==> config.mk <==
export PLATFORM = sky130hd
export DESIGN_NAME = gregorian_date_add_days_top
export DESIGN_NICKNAME = d
export VERILOG_FILES = /design/src/design/gdad_pkg.sv /design/src/design/gregorian_date_add_days_top.sv /design/src/design/gdad_front.sv /design/src/design/gdad_fifo.sv /design/src/design/gdad_walk.sv
export VERILOG_INCLUDE_DIRS = /design/src /design/src/design
export SDC_FILE = /design/constraint.sdc
export NUM_CORES = 1
export LEC_CHECK = 0
export BUFFER_PORTS_ARGS = -buffer_cell sky130_fd_sc_hd__buf_4
export CAP_MARGIN = 15
export CORE_ASPECT_RATIO = 1.25
export CORE_UTILIZATION = 40
export CTS_BUF_LIST = sky130_fd_sc_hd__clkbuf_4 sky130_fd_sc_hd__clkbuf_8
export DETAILED_ROUTE_END_ITERATION = 16
export PLACE_DENSITY = 0.58
export SYNTH_ARGS = -nofsm -noshare
export SYNTH_HDL_FRONTEND = slang
export SYNTH_HIERARCHICAL = 1
export SYNTH_SLANG_ARGS = --single-unit
==> constraint.sdc <==
create_clock -name i_clk -period 6.2 [get_ports i_clk]
set_clock_uncertainty 0.2 [all_clocks]
set_input_delay 1.24 -clock i_clk [delete_from_list [all_inputs] [get_ports i_clk]]
set_output_delay 1.24 -clock i_clk [all_outputs]
set_load 0.02 [all_outputs]
==> src/design/assert_macros.svh <==
// ----------------------------------------------------------------------------
// assert_macros.svh
// Assertion macros shared by the date adder modules.
// ----------------------------------------------------------------------------
`ifndef ASSERT_MACROS_SVH
`define ASSERT_MACROS_SVH

// Checks that an antecedent implies a consequent in the same cycle.
`define ASSERT_IMPLY(label, ante, cons, msg) \
    label: assert property (@(posedge i_clk) disable iff (!i_rst_n) \
        (ante) |-> (cons)) else $error(msg);

// Checks that an antecedent implies a consequent in the next cycle.
`define ASSERT_NEXT(label, ante, cons, msg) \
    label: assert property (@(posedge i_clk) disable iff (!i_rst_n) \
        (ante) |=> (cons)) else $error(msg);

// Checks that a condition holds at every clock edge out of reset.
`define ASSERT_ALWAYS(label, cond, msg) \
    label: assert property (@(posedge i_clk) disable iff (!i_rst_n) \
        (cond)) else $error(msg);

`endif

==> src/design/gdad_pkg.sv <==
// ----------------------------------------------------------------------------
// gdad_pkg
// Types, constants and calendar functions shared by the date adder modules.
// ----------------------------------------------------------------------------
package gdad_pkg;

    // Field widths of the items.
    localparam int DAY_W   = 5;
    localparam int MONTH_W = 4;
    localparam int YEAR_W  = 16;
    localparam int ADD_W   = 16;
    // The running day count holds a start day plus the full count to add.
    localparam int K_W     = ADD_W + 1;

    // Queue depth between the front and the walk; must be a power of two.
    localparam int FIFO_DEPTH = 2;
    localparam int PTR_W      = $clog2(FIFO_DEPTH);
    localparam int CNT_W      = $clog2(FIFO_DEPTH + 1);

    // Month codes.
    localparam logic [MONTH_W-1:0] MONTH_JAN = 4'd1;
    localparam logic [MONTH_W-1:0] MONTH_FEB = 4'd2;
    localparam logic [MONTH_W-1:0] MONTH_APR = 4'd4;
    localparam logic [MONTH_W-1:0] MONTH_JUN = 4'd6;
    localparam logic [MONTH_W-1:0] MONTH_SEP = 4'd9;
    localparam logic [MONTH_W-1:0] MONTH_NOV = 4'd11;
    localparam logic [MONTH_W-1:0] MONTH_DEC = 4'd12;

    // Month lengths.
    localparam logic [DAY_W-1:0] LEN_28 = 5'd28;
    localparam logic [DAY_W-1:0] LEN_29 = 5'd29;
    localparam logic [DAY_W-1:0] LEN_30 = 5'd30;
    localparam logic [DAY_W-1:0] LEN_31 = 5'd31;

    localparam logic [YEAR_W-1:0] YEAR_MAX = 16'hFFFF;

    // A year is a multiple of 25 exactly when its product with the inverse
    // of 25 modulo 2^16 does not exceed floor((2^16 - 1) / 25).
    localparam logic [YEAR_W-1:0] INV_25    = 16'd23593;
    localparam logic [YEAR_W-1:0] DIV25_MAX = 16'd2621;

    // One item as it travels from the front to the walk.
    typedef struct packed {
        logic [K_W-1:0]     k;
        logic [MONTH_W-1:0] month;
        logic [YEAR_W-1:0]  year;
    } t_item;

    // Queue status seen by the front and the walk.
    typedef struct packed {
        logic full;
        logic empty;
    } t_fifo_status;

    // Leap year: a multiple of 4, except centuries that are not multiples
    // of 400. With the year a multiple of 4, it is a century when it is
    // also a multiple of 25, and a multiple of 400 when also one of 16.
    function automatic logic gdad_is_leap(input logic [YEAR_W-1:0] year);
        logic [YEAR_W-1:0] prod;
        logic              div25;
        prod  = year * INV_25;
        div25 = (prod <= DIV25_MAX);
        return (year[1:0] == 2'd0) && (!div25 || (year[3:0] == 4'd0));
    endfunction

    // Length of a month, with the leap flag of its year.
    function automatic logic [DAY_W-1:0] gdad_month_len(
        input logic [MONTH_W-1:0] month,
        input logic               leap
    );
        logic [DAY_W-1:0] len;
        case (month)
            MONTH_FEB: len = leap ? LEN_29 : LEN_28;
            MONTH_APR, MONTH_JUN, MONTH_SEP, MONTH_NOV: len = LEN_30;
            default: len = LEN_31;
        endcase
        return len;
    endfunction

endpackage

==> src/design/gregorian_date_add_days_top.sv <==
// ----------------------------------------------------------------------------
// gregorian_date_add_days_top
// Adds a count of days to a Gregorian date by walking month by month.
// ----------------------------------------------------------------------------
//  Channel   Handshake           Payload
//  input     i_valid / o_stall   i_start_day, i_start_month, i_start_year,
//                                i_days_to_add
//  output    o_valid / i_stall   o_end_day, o_end_month, o_end_year,
//                                o_year_overflow
//
//  An item passes the input stage register, the queue, the walk's prep and
//  walk states and the result register; the walk subtracts one month
//  length per cycle, up to about 2160 months for the largest count.
//  The input stage and a two-entry queue keep taking items while a walk runs.
//  Reset is synchronous and active low; it empties the queue and the walk.
//  A stalled result holds the walk of the next item at its last month.
// ----------------------------------------------------------------------------
module gregorian_date_add_days_top (
    input  logic                         i_clk,
    input  logic                         i_rst_n,
    input  logic                         i_valid,
    output logic                         o_stall,
    input  logic [gdad_pkg::DAY_W-1:0]   i_start_day,
    input  logic [gdad_pkg::MONTH_W-1:0] i_start_month,
    input  logic [gdad_pkg::YEAR_W-1:0]  i_start_year,
    input  logic [gdad_pkg::ADD_W-1:0]   i_days_to_add,
    output logic                         o_valid,
    input  logic                         i_stall,
    output logic [gdad_pkg::DAY_W-1:0]   o_end_day,
    output logic [gdad_pkg::MONTH_W-1:0] o_end_month,
    output logic [gdad_pkg::YEAR_W-1:0]  o_end_year,
    output logic                         o_year_overflow
);
    import gdad_pkg::*;

    t_fifo_status fifo_status;
    t_item        push_item;
    t_item        pop_item;
    logic         push;
    logic         pop;

    // Input stage.
    gdad_front u_front (
        .i_clk         (i_clk),
        .i_rst_n       (i_rst_n),
        .i_valid       (i_valid),
        .o_stall       (o_stall),
        .i_start_day   (i_start_day),
        .i_start_month (i_start_month),
        .i_start_year  (i_start_year),
        .i_days_to_add (i_days_to_add),
        .i_fifo_status (fifo_status),
        .o_push        (push),
        .o_item        (push_item)
    );

    // Queue between the input stage and the walk.
    gdad_fifo u_fifo (
        .i_clk    (i_clk),
        .i_rst_n  (i_rst_n),
        .i_push   (push),
        .i_item   (push_item),
        .i_pop    (pop),
        .o_item   (pop_item),
        .o_status (fifo_status)
    );

    // Month walk and result register.
    gdad_walk u_walk (
        .i_clk           (i_clk),
        .i_rst_n         (i_rst_n),
        .i_fifo_status   (fifo_status),
        .i_item          (pop_item),
        .o_pop           (pop),
        .o_valid         (o_valid),
        .i_stall         (i_stall),
        .o_end_day       (o_end_day),
        .o_end_month     (o_end_month),
        .o_end_year      (o_end_year),
        .o_year_overflow (o_year_overflow)
    );

endmodule

==> src/design/gdad_front.sv <==
// ----------------------------------------------------------------------------
// gdad_front
// Input stage: takes an item, clamps the month and forms the day count.
// ----------------------------------------------------------------------------
module gdad_front (
    input  logic                         i_clk,
    input  logic                         i_rst_n,
    input  logic                         i_valid,
    output logic                         o_stall,
    input  logic [gdad_pkg::DAY_W-1:0]   i_start_day,
    input  logic [gdad_pkg::MONTH_W-1:0] i_start_month,
    input  logic [gdad_pkg::YEAR_W-1:0]  i_start_year,
    input  logic [gdad_pkg::ADD_W-1:0]   i_days_to_add,
    input  gdad_pkg::t_fifo_status       i_fifo_status,
    output logic                         o_push,
    output gdad_pkg::t_item              o_item
);
    import gdad_pkg::*;

    logic       r_valid;
    t_item      r_item;
    logic       accept;
    logic [MONTH_W-1:0] month_fix;

    // The stage holds one item; it stalls only while that item cannot move.
    assign o_stall = r_valid && i_fifo_status.full;
    assign accept  = i_valid && !o_stall;
    assign o_push  = r_valid && !i_fifo_status.full;
    assign o_item  = r_item;

    // Month zero counts as January, months past twelve as December.
    always_comb begin
        month_fix = i_start_month;
        if (i_start_month == '0) begin
            month_fix = MONTH_JAN;
        end else if (i_start_month inside {[4'd13:4'd15]}) begin
            month_fix = MONTH_DEC;
        end
    end

    // Valid flag of the stage.
    always_ff @(posedge i_clk) begin
        if (!i_rst_n) begin
            r_valid <= 1'b0;
        end else if (accept) begin
            r_valid <= 1'b1;
        end else if (o_push) begin
            r_valid <= 1'b0;
        end
    end

    // Payload of the stage.
    always_ff @(posedge i_clk) begin
        if (accept) begin
            r_item.k     <= K_W'(i_start_day) + K_W'(i_days_to_add);
            r_item.month <= month_fix;
            r_item.year  <= i_start_year;
        end
    end

endmodule

==> src/design/gdad_fifo.sv <==
// ----------------------------------------------------------------------------
// gdad_fifo
// Short queue that decouples the input stage from the month walk.
// ----------------------------------------------------------------------------
`include "assert_macros.svh"

module gdad_fifo (
    input  logic                   i_clk,
    input  logic                   i_rst_n,
    input  logic                   i_push,
    input  gdad_pkg::t_item        i_item,
    input  logic                   i_pop,
    output gdad_pkg::t_item        o_item,
    output gdad_pkg::t_fifo_status o_status
);
    import gdad_pkg::*;

    t_item            r_mem [FIFO_DEPTH];
    logic [PTR_W-1:0] r_wr_ptr;
    logic [PTR_W-1:0] r_rd_ptr;
    logic [CNT_W-1:0] r_count;

    assign o_status.full  = (r_count == CNT_W'(FIFO_DEPTH));
    assign o_status.empty = (r_count == '0);
    assign o_item         = r_mem[r_rd_ptr];

    // Pointers and fill count.
    always_ff @(posedge i_clk) begin
        if (!i_rst_n) begin
            r_wr_ptr <= '0;
            r_rd_ptr <= '0;
            r_count  <= '0;
        end else begin
            if (i_push) begin
                r_wr_ptr <= r_wr_ptr + 1'b1;
            end
            if (i_pop) begin
                r_rd_ptr <= r_rd_ptr + 1'b1;
            end
            if (i_push && !i_pop) begin
                r_count <= r_count + 1'b1;
            end else if (i_pop && !i_push) begin
                r_count <= r_count - 1'b1;
            end
        end
    end

    // Entry storage.
    always_ff @(posedge i_clk) begin
        if (i_push) begin
            r_mem[r_wr_ptr] <= i_item;
        end
    end

    `ASSERT_IMPLY(a_no_push_full, i_push, !o_status.full, "push into a full queue")
    `ASSERT_IMPLY(a_no_pop_empty, i_pop, !o_status.empty, "pop from an empty queue")
    `ASSERT_ALWAYS(a_count_range, r_count <= CNT_W'(FIFO_DEPTH), "queue count out of range")

endmodule

==> src/design/gdad_walk.sv <==
// ----------------------------------------------------------------------------
// gdad_walk
// Month walk: subtracts one month length per cycle and holds the result.
// ----------------------------------------------------------------------------
`include "assert_macros.svh"

module gdad_walk (
    input  logic                          i_clk,
    input  logic                          i_rst_n,
    input  gdad_pkg::t_fifo_status        i_fifo_status,
    input  gdad_pkg::t_item               i_item,
    output logic                          o_pop,
    output logic                          o_valid,
    input  logic                          i_stall,
    output logic [gdad_pkg::DAY_W-1:0]    o_end_day,
    output logic [gdad_pkg::MONTH_W-1:0]  o_end_month,
    output logic [gdad_pkg::YEAR_W-1:0]   o_end_year,
    output logic                          o_year_overflow
);
    import gdad_pkg::*;

    typedef enum logic [2:0] {
        S_IDLE = 3'b001,
        S_PREP = 3'b010,
        S_WALK = 3'b100
    } t_state;

    t_state             r_state;
    t_state             n_state;
    logic [K_W-1:0]     r_k;
    logic [MONTH_W-1:0] r_month;
    logic [YEAR_W-1:0]  r_year;
    logic               r_leap;
    logic               r_out_valid;
    logic [DAY_W-1:0]   r_end_day;
    logic [MONTH_W-1:0] r_end_month;
    logic [YEAR_W-1:0]  r_end_year;
    logic               r_end_ovf;

    logic [DAY_W-1:0]   len;
    logic               fits;
    logic               wrap_ovf;
    logic               out_free;
    logic               finish;

    // Current month length; the leap flag is registered from the year and
    // follows it in the next cycle, which is always before February is reached.
    assign len      = gdad_month_len(r_month, r_leap);
    assign fits     = (r_k <= K_W'(len));
    assign wrap_ovf = !fits && (r_month == MONTH_DEC) && (r_year == YEAR_MAX);
    assign out_free = !r_out_valid || !i_stall;
    assign finish   = (r_state == S_WALK) && (fits || wrap_ovf) && out_free;
    assign o_pop    = (r_state == S_IDLE) && !i_fifo_status.empty;

    assign o_valid         = r_out_valid;
    assign o_end_day       = r_end_day;
    assign o_end_month     = r_end_month;
    assign o_end_year      = r_end_year;
    assign o_year_overflow = r_end_ovf;

    // Next state.
    always_comb begin
        n_state = r_state;
        case (r_state)
            S_IDLE: begin
                if (o_pop) begin
                    n_state = S_PREP;
                end
            end
            S_PREP: n_state = S_WALK;
            S_WALK: begin
                if (finish) begin
                    n_state = S_IDLE;
                end
            end
            default: n_state = S_IDLE;
        endcase
    end

    // Control registers.
    always_ff @(posedge i_clk) begin
        if (!i_rst_n) begin
            r_state     <= S_IDLE;
            r_out_valid <= 1'b0;
        end else begin
            r_state <= n_state;
            if (finish) begin
                r_out_valid <= 1'b1;
            end else if (!i_stall) begin
                r_out_valid <= 1'b0;
            end
        end
    end

    // Walk registers: load from the queue, then one month per cycle.
    always_ff @(posedge i_clk) begin
        r_leap <= gdad_is_leap(r_year);
        if (o_pop) begin
            r_k     <= i_item.k;
            r_month <= i_item.month;
            r_year  <= i_item.year;
        end else if ((r_state == S_WALK) && !fits && !wrap_ovf) begin
            r_k <= r_k - K_W'(len);
            if (r_month == MONTH_DEC) begin
                r_month <= MONTH_JAN;
                r_year  <= r_year + 1'b1;
            end else begin
                r_month <= r_month + 1'b1;
            end
        end
    end

    // Result register; an overflow gives the last date of the last year.
    always_ff @(posedge i_clk) begin
        if (finish) begin
            if (wrap_ovf) begin
                r_end_day   <= LEN_31;
                r_end_month <= MONTH_DEC;
                r_end_year  <= YEAR_MAX;
                r_end_ovf   <= 1'b1;
            end else begin
                r_end_day   <= r_k[DAY_W-1:0];
                r_end_month <= r_month;
                r_end_year  <= r_year;
                r_end_ovf   <= 1'b0;
            end
        end
    end

    `ASSERT_IMPLY(a_walk_month, r_state == S_WALK, (r_month >= MONTH_JAN) && (r_month <= MONTH_DEC), "walk month out of range")
    `ASSERT_IMPLY(a_ovf_max_date, r_out_valid && r_end_ovf, (r_end_day == LEN_31) && (r_end_month == MONTH_DEC) && (r_end_year == YEAR_MAX), "overflow without the maximum date")
    `ASSERT_NEXT(a_finish_valid, finish, r_out_valid && (r_state == S_IDLE), "finished walk gave no result")

endmodule
Word level (Yosys, flattened, before mapping)
Memories as Yosys holds them, arrays and structs flattened. A register that Yosys moved wholly into a read port is not among the register bits.
Cells that the tools add are included.
Widths: inputs -> output; s select.

word-level totals
  output and inout port bits = 28
  flip-flop bits (word level) = 110
  RAM bits = 74
  memories = 1
  word-level logic and storage cells = 110

memories
  name          words  width  rd ports  clocked after Yosys merged registers in  wr ports  line             text
  u_fifo.r_mem  2      37     1         1                                        1         gdad_fifo.sv:18  t_item r_mem [FIFO_DEPTH];

operators by class
  equal/unequal tests = 14
  reductions and logical operators = 39
  $mul = 1
  $add $sub $neg = 8
  mux-type cells = 25
  $lt $le $gt $ge = 4

operators by type and width
  cell                    count
  $mux 16                 3
  $mux 17                 2
  $add 5x16->17           1
  $le 17x5->1             1
  $sub 17x5->17           1
  $add 16x1->16 const B   1
  $eq 16x16->1 const B    1
  $le 16x12->1 const B    1
  $mul 16x15->16 const B  1
  $mux 4                  4
  $logic_and 1x1->1       14
  $eq 4x4->1 const B      3
  $logic_not 1->1         10
  $mux 1                  10
  $pmux 5 s2              1
  $pmux 3 s3              1
  $eq 4x3->1 const B      2
  $logic_not 4->1         2
  $reduce_bool 2->1       4
  $mux 3                  2
  $add 4x1->4 const B     1
  $eq 4x2->1 const B      1
  $ge 4x4->1 const B      1
  $le 4x4->1 const B      1
  other kinds (15)        22

Depth between registers and ports, before layout
Gate-level depths: netlist (run 1).

  word-level depth = 12
  mapped depth = 16
  gate-level depth less buffers = 16

Modules after synthesis
Netlist (run 1), hierarchy kept.

modules (own cells, without submodules)
  module      times used  area an instance (µm²)  cells each
  gdad_walk   1           4,969.8                 481
  gdad_fifo   1           2,896.5                 137
  gdad_front  1           1,589.0                 99

Worst setup path after synthesis (run 1)
OpenSTA, ideal clock, no wires.

  path type = register -> register
  start = reg u_walk.r_year[0]
  end = reg u_walk.r_leap
  arrival = 3.894 ns
  slack = 1.972 ns
  cell stages (with the launch flop) = 14
  path buffers = 0
  period minus slack after synthesis = 4.228 ns
  setup time = 0.134 ns
  cell sequence = edfxtp_1 > ha_1 > ha_1 > inv_1 > fa_1 > fa_1 > inv_1 > fa_1 > ha_1 > ha_1 > a21o_1 > a31oi_1 > xnor2_1 > a41oi_1

on the way
  longest elaborated chain between the ends = 5
  elaborated cells between the ends (all ways) = 7
  those cells by class = mul: 1; order compare: 1; reduce/logical: 5

RTL lines
  item                    line              text
  start, declared         gdad_walk.sv:32   logic [YEAR_W-1:0] r_year;
  start signal, assigned  gdad_walk.sv:101  r_year <= i_item.year;
  start signal, assigned  gdad_walk.sv:106  r_year <= r_year + 1'b1;
  $mul 16x15->16          gdad_pkg.sv:61    prod = year * INV_25;
  $le 16x12->1            gdad_pkg.sv:62    div25 = (prod <= DIV25_MAX);
  $logic_not 1->1         gdad_pkg.sv:63    return (year[1:0] == 2'd0) && (!div25 || (year[3:0] == 4'd0));
  $logic_or 1x1->1        gdad_pkg.sv:63
  $logic_and 1x1->1 (*)   gdad_pkg.sv:63
  end signal, assigned    gdad_walk.sv:97   r_leap <= gdad_is_leap(r_year);
  end, declared           gdad_walk.sv:33   logic r_leap;

Every way passes the cells marked *; elsewhere a longest branch is shown, timed or not.
A chain may end at the register's enable or synchronous reset.

Final worst setup path (run 1)
Same ends and word-level chain as after synthesis.

==> summary.md, run 1 <==
| Metric | Value |
|---|---|
| DR WL/cell | around 15 um |
| Syn_nets | about 860 |
| Routability Congestion | between 0.8 and 0.9 |
| Final core utilization | between 40% and 50% |
| Pin count of the biggest net entering global routing | 39 |
| Layout cells sized above 1 | roughly a fifth |
| Area share of the largest cell type after synthesis | between 50% and 60% |
| ANT cells | 0 |
| Synthesized-area fraction occupied by adder cells | about 14% |
| End point of the critical path | u_walk/r_leap |
| Terminus of the critical flop-to-flop path | u_walk/r_leap |
| Compound-Gate Fraction of Synth Area | about 5.4% |
| Rel. slew slack | around 28% |
| Row Count | 62 |
| Critical path launch point type | flip-flop |
| Cell types with the highest counts after synthesis | edfxtp_1, ha_1, nand2_1 |
| Number of buffers between clock root and the deepest sink | 2 |
| Drt first-iter violations | approximately 210 |
| Clock tree from TritonCTS | done |
| Number of top-level design ports | 73 |
| Max FO, Critical Path | 11 |
| Synth Area in XOR/XNOR | 5.84% |
| Cell count after synthesis | just over 700 |
| Startpoint of the worst setup timing path | u_walk/r_year[0] |
| Clock slew at reported path FFs | ~0.10 ns |
| Part of the Yosys area used for sequential elements | around 58% |
| Number of pins with negative max-slew slack in the final report | 0 |
| Startpoint of the worst register-to-register path | u_walk/r_year[0] |
| Number of different library cells in the post-synthesis netlist | 52 |
| Post-cts sizing count | 0 |
| Arrival time at the worst endpoint | between 4 and 5 ns |
| Overflow left after global routing | 0 |
| Global Route Usage Sum | between 10 and 15% |
| Setup repair after global routing missed its margin | false |
| Post-CTS Hold Buffers | 0 |
| Ranking of synthesized cells by area | edfxtp_1, ha_1, mux2_2, fa_1, xnor2_1 |
| Number of global-route vias before repair | between 5000 and 6000 |
| Simple-gate portion of the synthesized area | under 10% |
| R2R setup slack | 1.74 ns |
| Final hold viol count | 0 |
| Placement Setup Slack | around 1.7 ns |
| Register-to-Register Path Depth | 13 |
| Remaining number of nets flagged by the antenna check after routing | 0 |
| Mux share of post-synthesis cell area | between 4 and 5% |
| Fillers | about 2100 |
| Slew of the pin with the lowest slew margin | between 1 and 1.5 ns |
| Drt total wl | 16.6 mm |
| Die height | between 150 and 200 um |
| Total of flip-flops plus latches after synthesis | ~190 |
| Vias | ~5300 |
| Overall die area | between 0.02 and 0.025 sq mm |
| Count of maximum capacitance violations | 0 |
| Placeable Area | about 0.023 sq mm |
| Post-CTS Repair Setup Buffers | 0 |
| Num CTS Buffers | 17 |
| Status | complete, no violations |
| DRC viols | 0 |
| H-tree levels | 4 |
| Count of flip-flops with a built-in enable after synthesis | roughly 170 |
| Data required time at the worst endpoint | roughly 6.3 ns |
| Floorplan die width | 140 um |
| Average size of a mapped cell | 13.2 sq um |
| Most used DFF post-synth | edfxtp_1 |
| Post-layout min period | between 4 and 5 ns |
| Most area-hungry cell type in the Yosys netlist | edfxtp_1 |
| Achievable frequency | about 220 MHz |
| Number of endpoints failing setup at the final stage | 0 |
| Area growth from synthesis to layout | 13.2% |
| Average via count per standard cell | between 4 and 5 |
| HPWL after detailed placement | approximately 12 mm |
| Synthesized area | roughly 0.0095 sq mm |
| Most frequent cell after synthesis | edfxtp_1 |
| Insertion delay to the later sink of the worst-skew pair | 0.46 ns |
| Synth async-reset ratio | 0% |
| Setup CP Type | flip-flop to flip-flop |
| Clk Tree Root Cell | clkbuf_8 |
| Aggregate negative setup slack | 0 ns |
| Path category of the worst min-delay check | flip-flop to flip-flop |
| Total number of nets in the final design | 927 |
| Initial cell density of the core | 40.9% |
| Number of warning messages in the yosys log | 6 |
| Worst hold slack across all endpoints | ~0.26 ns |
| Sink count of the clock tree | around 190 |
| Kind of capture point of the worst setup path | flip-flop |
| Period Utilization, post-route | a little under three quarters |
| Post-route setup slack | between 1.5 and 2 ns |
| Antenna violations before repair | 0 |
| Number of iterations in the first detailed-routing pass | 4 |
| Port Buffer Count | 72 |
| Largest family of logic cells by synthesized area | adder cells |
| Wire length of the first global-routing pass | ~28 mm |
[logic make-up after synthesis]
family / count (synthesis)
buf+inv: 83
flops: 185
mux: 38
fa+ha+maj: 95
simple gates: 169
compound gates: 84
xor+xnor: 63
[critical path, stage by stage, from the launching register on]
cell and delay, ns:
edfxtp_1 0.57, ha_1 0.41, ha_1 0.30, inv_1 0.07, fa_1 0.44, fa_1 0.55
inv_1 0.05, fa_1 0.48, ha_1 0.32, ha_1 0.34, a21o_1 0.19, a31oi_1 0.16
xnor2_1 0.14, a41oi_1 0.13
[layout make-up]
cell class                 count  area, sq um  area share (%)
clock buffer                  17          234            2.19
clock inverter                15          161            1.51
inverter                      54          203            1.89
multi-input combinational    449         3690            34.5
sequential                   185         5450            50.9
tap                          288          360            3.37
timing repair buffer          80          613            5.73
[registers in the layout (all words and copies together) (netlist names), 3 cells and up, named ones only]
register,cells
u_fifo/r_mem,74
u_front/o_item,37
u_walk/r_month,4
u_walk/r_state,3
u_walk/o_end_month,4
u_walk/o_end_day,5
u_walk/o_end_year,16
u_walk/r_year,16
u_walk/r_k,17
[per-layer routing]
layer	wire length (um)	share of wire, %	GRT usage [%]	vias up
met2	8630	52	26.8	91
met4	238	1.4	4.72	0
li1	-	-	-	2664
met5	0	0	0	-
met3	464	2.8	2.78	20
met1	7260	44	17.4	2552
[stage by stage]
step	instance area (sq um)	std cells
2_1_floorplan	9460	717
3_3_place_gp	10300	1055
3_5_place_dp	10300	1055
4_1_cts	10700	1087
5_1_grt	10700	1088
6_report	10700	1088
[how the worst min path moves through the flow]
stage / from / end / depth (start not counted)
floorplan: u_front/o_item[0] / u_fifo/r_mem[0][0] / 0
global placement: u_front/o_item[30] / u_fifo/r_mem[0][30] / 0
detailed placement: u_front/o_item[27] / u_fifo/r_mem[0][27] / 0
CTS: u_front/o_item[29] / u_fifo/r_mem[1][29] / 0
global route: u_front/o_item[29] / u_fifo/r_mem[0][29] / 0
finish: u_front/o_item[30] / u_fifo/r_mem[1][30] / 0
[cell usage in the layout (no fill, tap or decap), drive strengths merged, types with 2 or more instances in the layout]
master,netlist,layout
or2,11,11
inv,54,61
o21ai,40,40
ha,75,75
nor2,43,43
nand2,55,55
edfxtp,174,174
mux2,37,37
xor2,21,21
clkbuf,23,17
a211oi,2,2
nor2b,7,7
clkinv,0,4
nand4,3,3
bufinv,0,2
nor4,3,3
or3,5,5
nor3b,3,3
o22ai,2,2
buf,6,80
xnor2,42,42
nor3,6,6
a21oi,15,15
and2,8,8
clkinvlp,0,2
and3,8,8
a21boi,3,3
fa,20,20
dfxtp,11,11
nand2b,2,2
nand3,11,11
a21o,3,3
o31ai,4,4
a31oi,5,5
o21a,4,4
Power of run 1 is not shown: default switching activity piles up to over one toggle a cycle in this logic, so the estimate is an artifact.
==> run 2, diff against run 1 <==
==> constraint.sdc (replaced) <==
create_clock -name i_clk -period 4.3 [get_ports i_clk]
set_clock_uncertainty 0.2 [all_clocks]
set_input_delay 0.86 -clock i_clk [delete_from_list [all_inputs] [get_ports i_clk]]
set_output_delay 0.86 -clock i_clk [all_outputs]
set_load 0.02 [all_outputs]
==> run 2 against run 1 <==
Net effect: sequential share of layout area down 1.2 points; first-iteration DRC count up 20%; utilization up 1.1 points; highest routed layer unchanged; global-route usage up 0.16 points; clock-buffer cell count up 1; flip-flop and latch count unchanged; hold slack worse by 0.0031 ns; register-to-register slack worse by 1.6 ns; routed wire length up 4.5%; die area unchanged.
==> summary.md, run 2 (synthesis results as in run 1) <==
| Metric | Value |
|---|---|
| Terminus of the critical flop-to-flop path | u_walk/r_leap |
| Total area of multi-input combinational cells | 0.00381 sq mm (+3.3%) |
| DR WL/cell | 15.7 um (+2.7%) |
| Global Route Usage Sum | 14.9% (+0.16 points) |
| Most frequent standard cell in the layout excluding fill and tap cells | edfxtp_1 |
| Insertion delay to the later sink of the worst-skew pair | 0.45 ns (about the same) |
| Hold path startpoint | u_front/o_item[2] |
| Largest stage delay, worst path | 0.54 ns (-0.03 ns) |
| Critical path launch point type | flip-flop |
| Startpoint of the worst register-to-register path | u_walk/r_year[2] |
| Achievable frequency | 239 MHz (+6.5%) |
| Total number of nets in the final design | 946 (+2.0%) |
| Routability Congestion | 0.829 (-2.2%) |
| Path category of the worst min-delay check | flip-flop to flip-flop |
| Hold endpoint | u_fifo/r_mem[0][2] |
| Data required time at the worst endpoint | 4.42 ns (-1.92 ns) |
| Slew of the pin with the lowest slew margin | 1.07 ns (-0.0177 ns) |
| Number of pins with negative max-slew slack in the final report | 0 (unchanged) |
| Count of maximum capacitance violations | 0 (unchanged) |
| H-tree levels | 4 (unchanged) |
| Pin count of the biggest net entering global routing | 59 (+51%) |
| Floorplan die width | 140 um (unchanged) |
| Arrival time at the worst endpoint | 4.31 ns (-0.29 ns) |
| Area growth from synthesis to layout | 16.0% |
| ANT cells | 0 (unchanged) |
| Period Utilization, post-route | 97.3% (+25 points) |
| Wire length of the first global-routing pass | 28.3 mm (+1.2%) |
| Vias | 5465 (+2.6%) |
| Largest register by flop count | u_fifo/r_mem |
| Clock slew at reported path FFs | 0.10 ns (about the same) |
| Row Count | 62 (unchanged) |
| Drt total wl | 17.3 mm (+4.5%) |
| Aggregate negative setup slack | 0 ns (unchanged) |
| Clock tree from TritonCTS | done |
| Commonest cells after routing, fill and taps aside | edfxtp_1, buf_4, ha_1 |
| Kind of capture point of the worst setup path | flip-flop |
| Setup CP Type | flip-flop to flip-flop |
| Register-to-Register Path Depth | 15 (+2) |
| Num CTS Buffers | 17 (unchanged) |
| Placeable Area | 0.0231 sq mm (unchanged) |
| Slowest stage cell on the critical path | fa_1 |
| Final hold viol count | 0 (unchanged) |
| Number of global-route vias before repair | 5792 (+1.5%) |
| Port Buffer Count | 72 (unchanged) |
| Max FO, Critical Path | 5 (-6) |
| Initial cell density of the core | 40.9% (unchanged) |
| DRC viols | 0 (unchanged) |
| Storage element area | 0.00545 sq mm (unchanged) |
| Layout cells sized above 1 | 24.1% (+3.9 points) |
| Overall die area | 0.0243 sq mm (unchanged) |
| Drt first-iter violations | 248 (+20%) |
| Hold depth | 0 (unchanged) |
| Number of iterations in the first detailed-routing pass | 4 (unchanged) |
| Fillers | 2067 (-1.0%) |
| Status | complete, no violations |
| Average via count per standard cell | 4.94 (+0.83%) |
| Post-CTS Hold Buffers | 0 (unchanged) |
| Number of endpoints failing setup at the final stage | 0 (unchanged) |
| Number of top-level design ports | 73 (unchanged) |
| Critical path, cell by cell | buf_6 > inv_1 > ha_1 > ha_1 > inv_1 > fa_1 > fa_1 > inv_1 > fa_1 > ha_2 > ha_4 > a21o_1 > a31oi_2 > xnor2_1 > a41oi_1 |
| Die height | 174 um (unchanged) |
| Max reg flops | 74 (unchanged) |
| Buf+Inv Stages, Crit Path | 4 (+2) |
| Clk Tree Root Cell | clkbuf_8 |
| HPWL after detailed placement | 12.4 mm (+2.4%) |
| Antenna violations before repair | 0 (unchanged) |
| Number of buffers between clock root and the deepest sink | 2 (unchanged) |
| Remaining number of nets flagged by the antenna check after routing | 0 (unchanged) |
| Rel. slew slack | 28.7% (+1.2 points) |
| Overflow left after global routing | 0 (unchanged) |
| Post-layout min period | 4.19 ns (-0.272 ns) |
| R2R setup slack | 0.11 ns (-1.63 ns) |
| Family with the most delay on the worst path | adder cells |
| Sink count of the clock tree | 185 (unchanged) |
==> run 2: repair_timing <==
action / in CTS / in global routing
resized for setup: 0 / 18
setup endpoints to repair: 0 / 1
buffers inserted: 0 / 3
==> run 2: layer usage <==
layer | share of wire (%) | vias up | GRT usage (%) | routed length [um]
met4 | 1.5 | 0 | 5.14 | 252
met5 | 0 | - | 0 | 0
li1 | - | 2706 | - | -
met3 | 3.2 | 17 | 2.53 | 562
met1 | 44 | 2649 | 17.6 | 7580
met2 | 52 | 93 | 27.1 | 8950
==> run 2: metrics by stage <==
stage / cells / setup WS [ns] / instance area, sq um / hold WS [ns] / util (%)
2_1_floorplan: 717 / 0.0715 / 9460 / 0.221 / -
3_3_place_gp: 1071 / 0.114 / 10400 / 0.226 / 45.0
3_5_place_dp: 1071 / 0.0318 / 10400 / 0.230 / 45.0
4_1_cts: 1103 / 0.00180 / 10800 / 0.252 / 46.7
5_1_grt: 1107 / -0.000417 / 11000 / 0.259 / 47.4
6_report: 1107 / 0.115 / 11000 / 0.252 / 47.4
==> run 2: final cells by class <==
cell class	count	share of cell area, %
clock buffer	18	2.20
clock inverter	14	1.27
inverter	54	1.85
multi-input combinational	449	34.8
sequential	185	49.6
tap	288	3.29
timing repair buffer	99	6.99
==> run 2: worst max-delay path by stage <==
stage | startpoint | endpoint | cells past startpoint
after detailed placement | u_walk/r_year[2] | u_walk/r_leap | 15
final | u_walk/r_year[2] | u_walk/r_leap | 15
after floorplan | u_walk/r_year[0] | u_walk/r_leap | 13
after global routing | u_walk/r_year[9] | u_walk/r_leap | 13
after CTS | u_walk/r_year[2] | u_walk/r_leap | 15
after global placement | u_walk/r_year[2] | u_walk/r_leap | 15
==> run 2: worst reg2reg max path: stages (launching register included) <==
cell	delay [ns]
edfxtp_1	0.45
buf_6	0.16
inv_1	0.05
ha_1	0.22
ha_1	0.28
inv_1	0.05
fa_1	0.46
fa_1	0.54
inv_1	0.06
fa_1	0.42
ha_2	0.36
ha_4	0.21
a21o_1	0.19
a31oi_2	0.15
xnor2_1	0.13
a41oi_1	0.14
Power of run 2 is left out for the same reason.
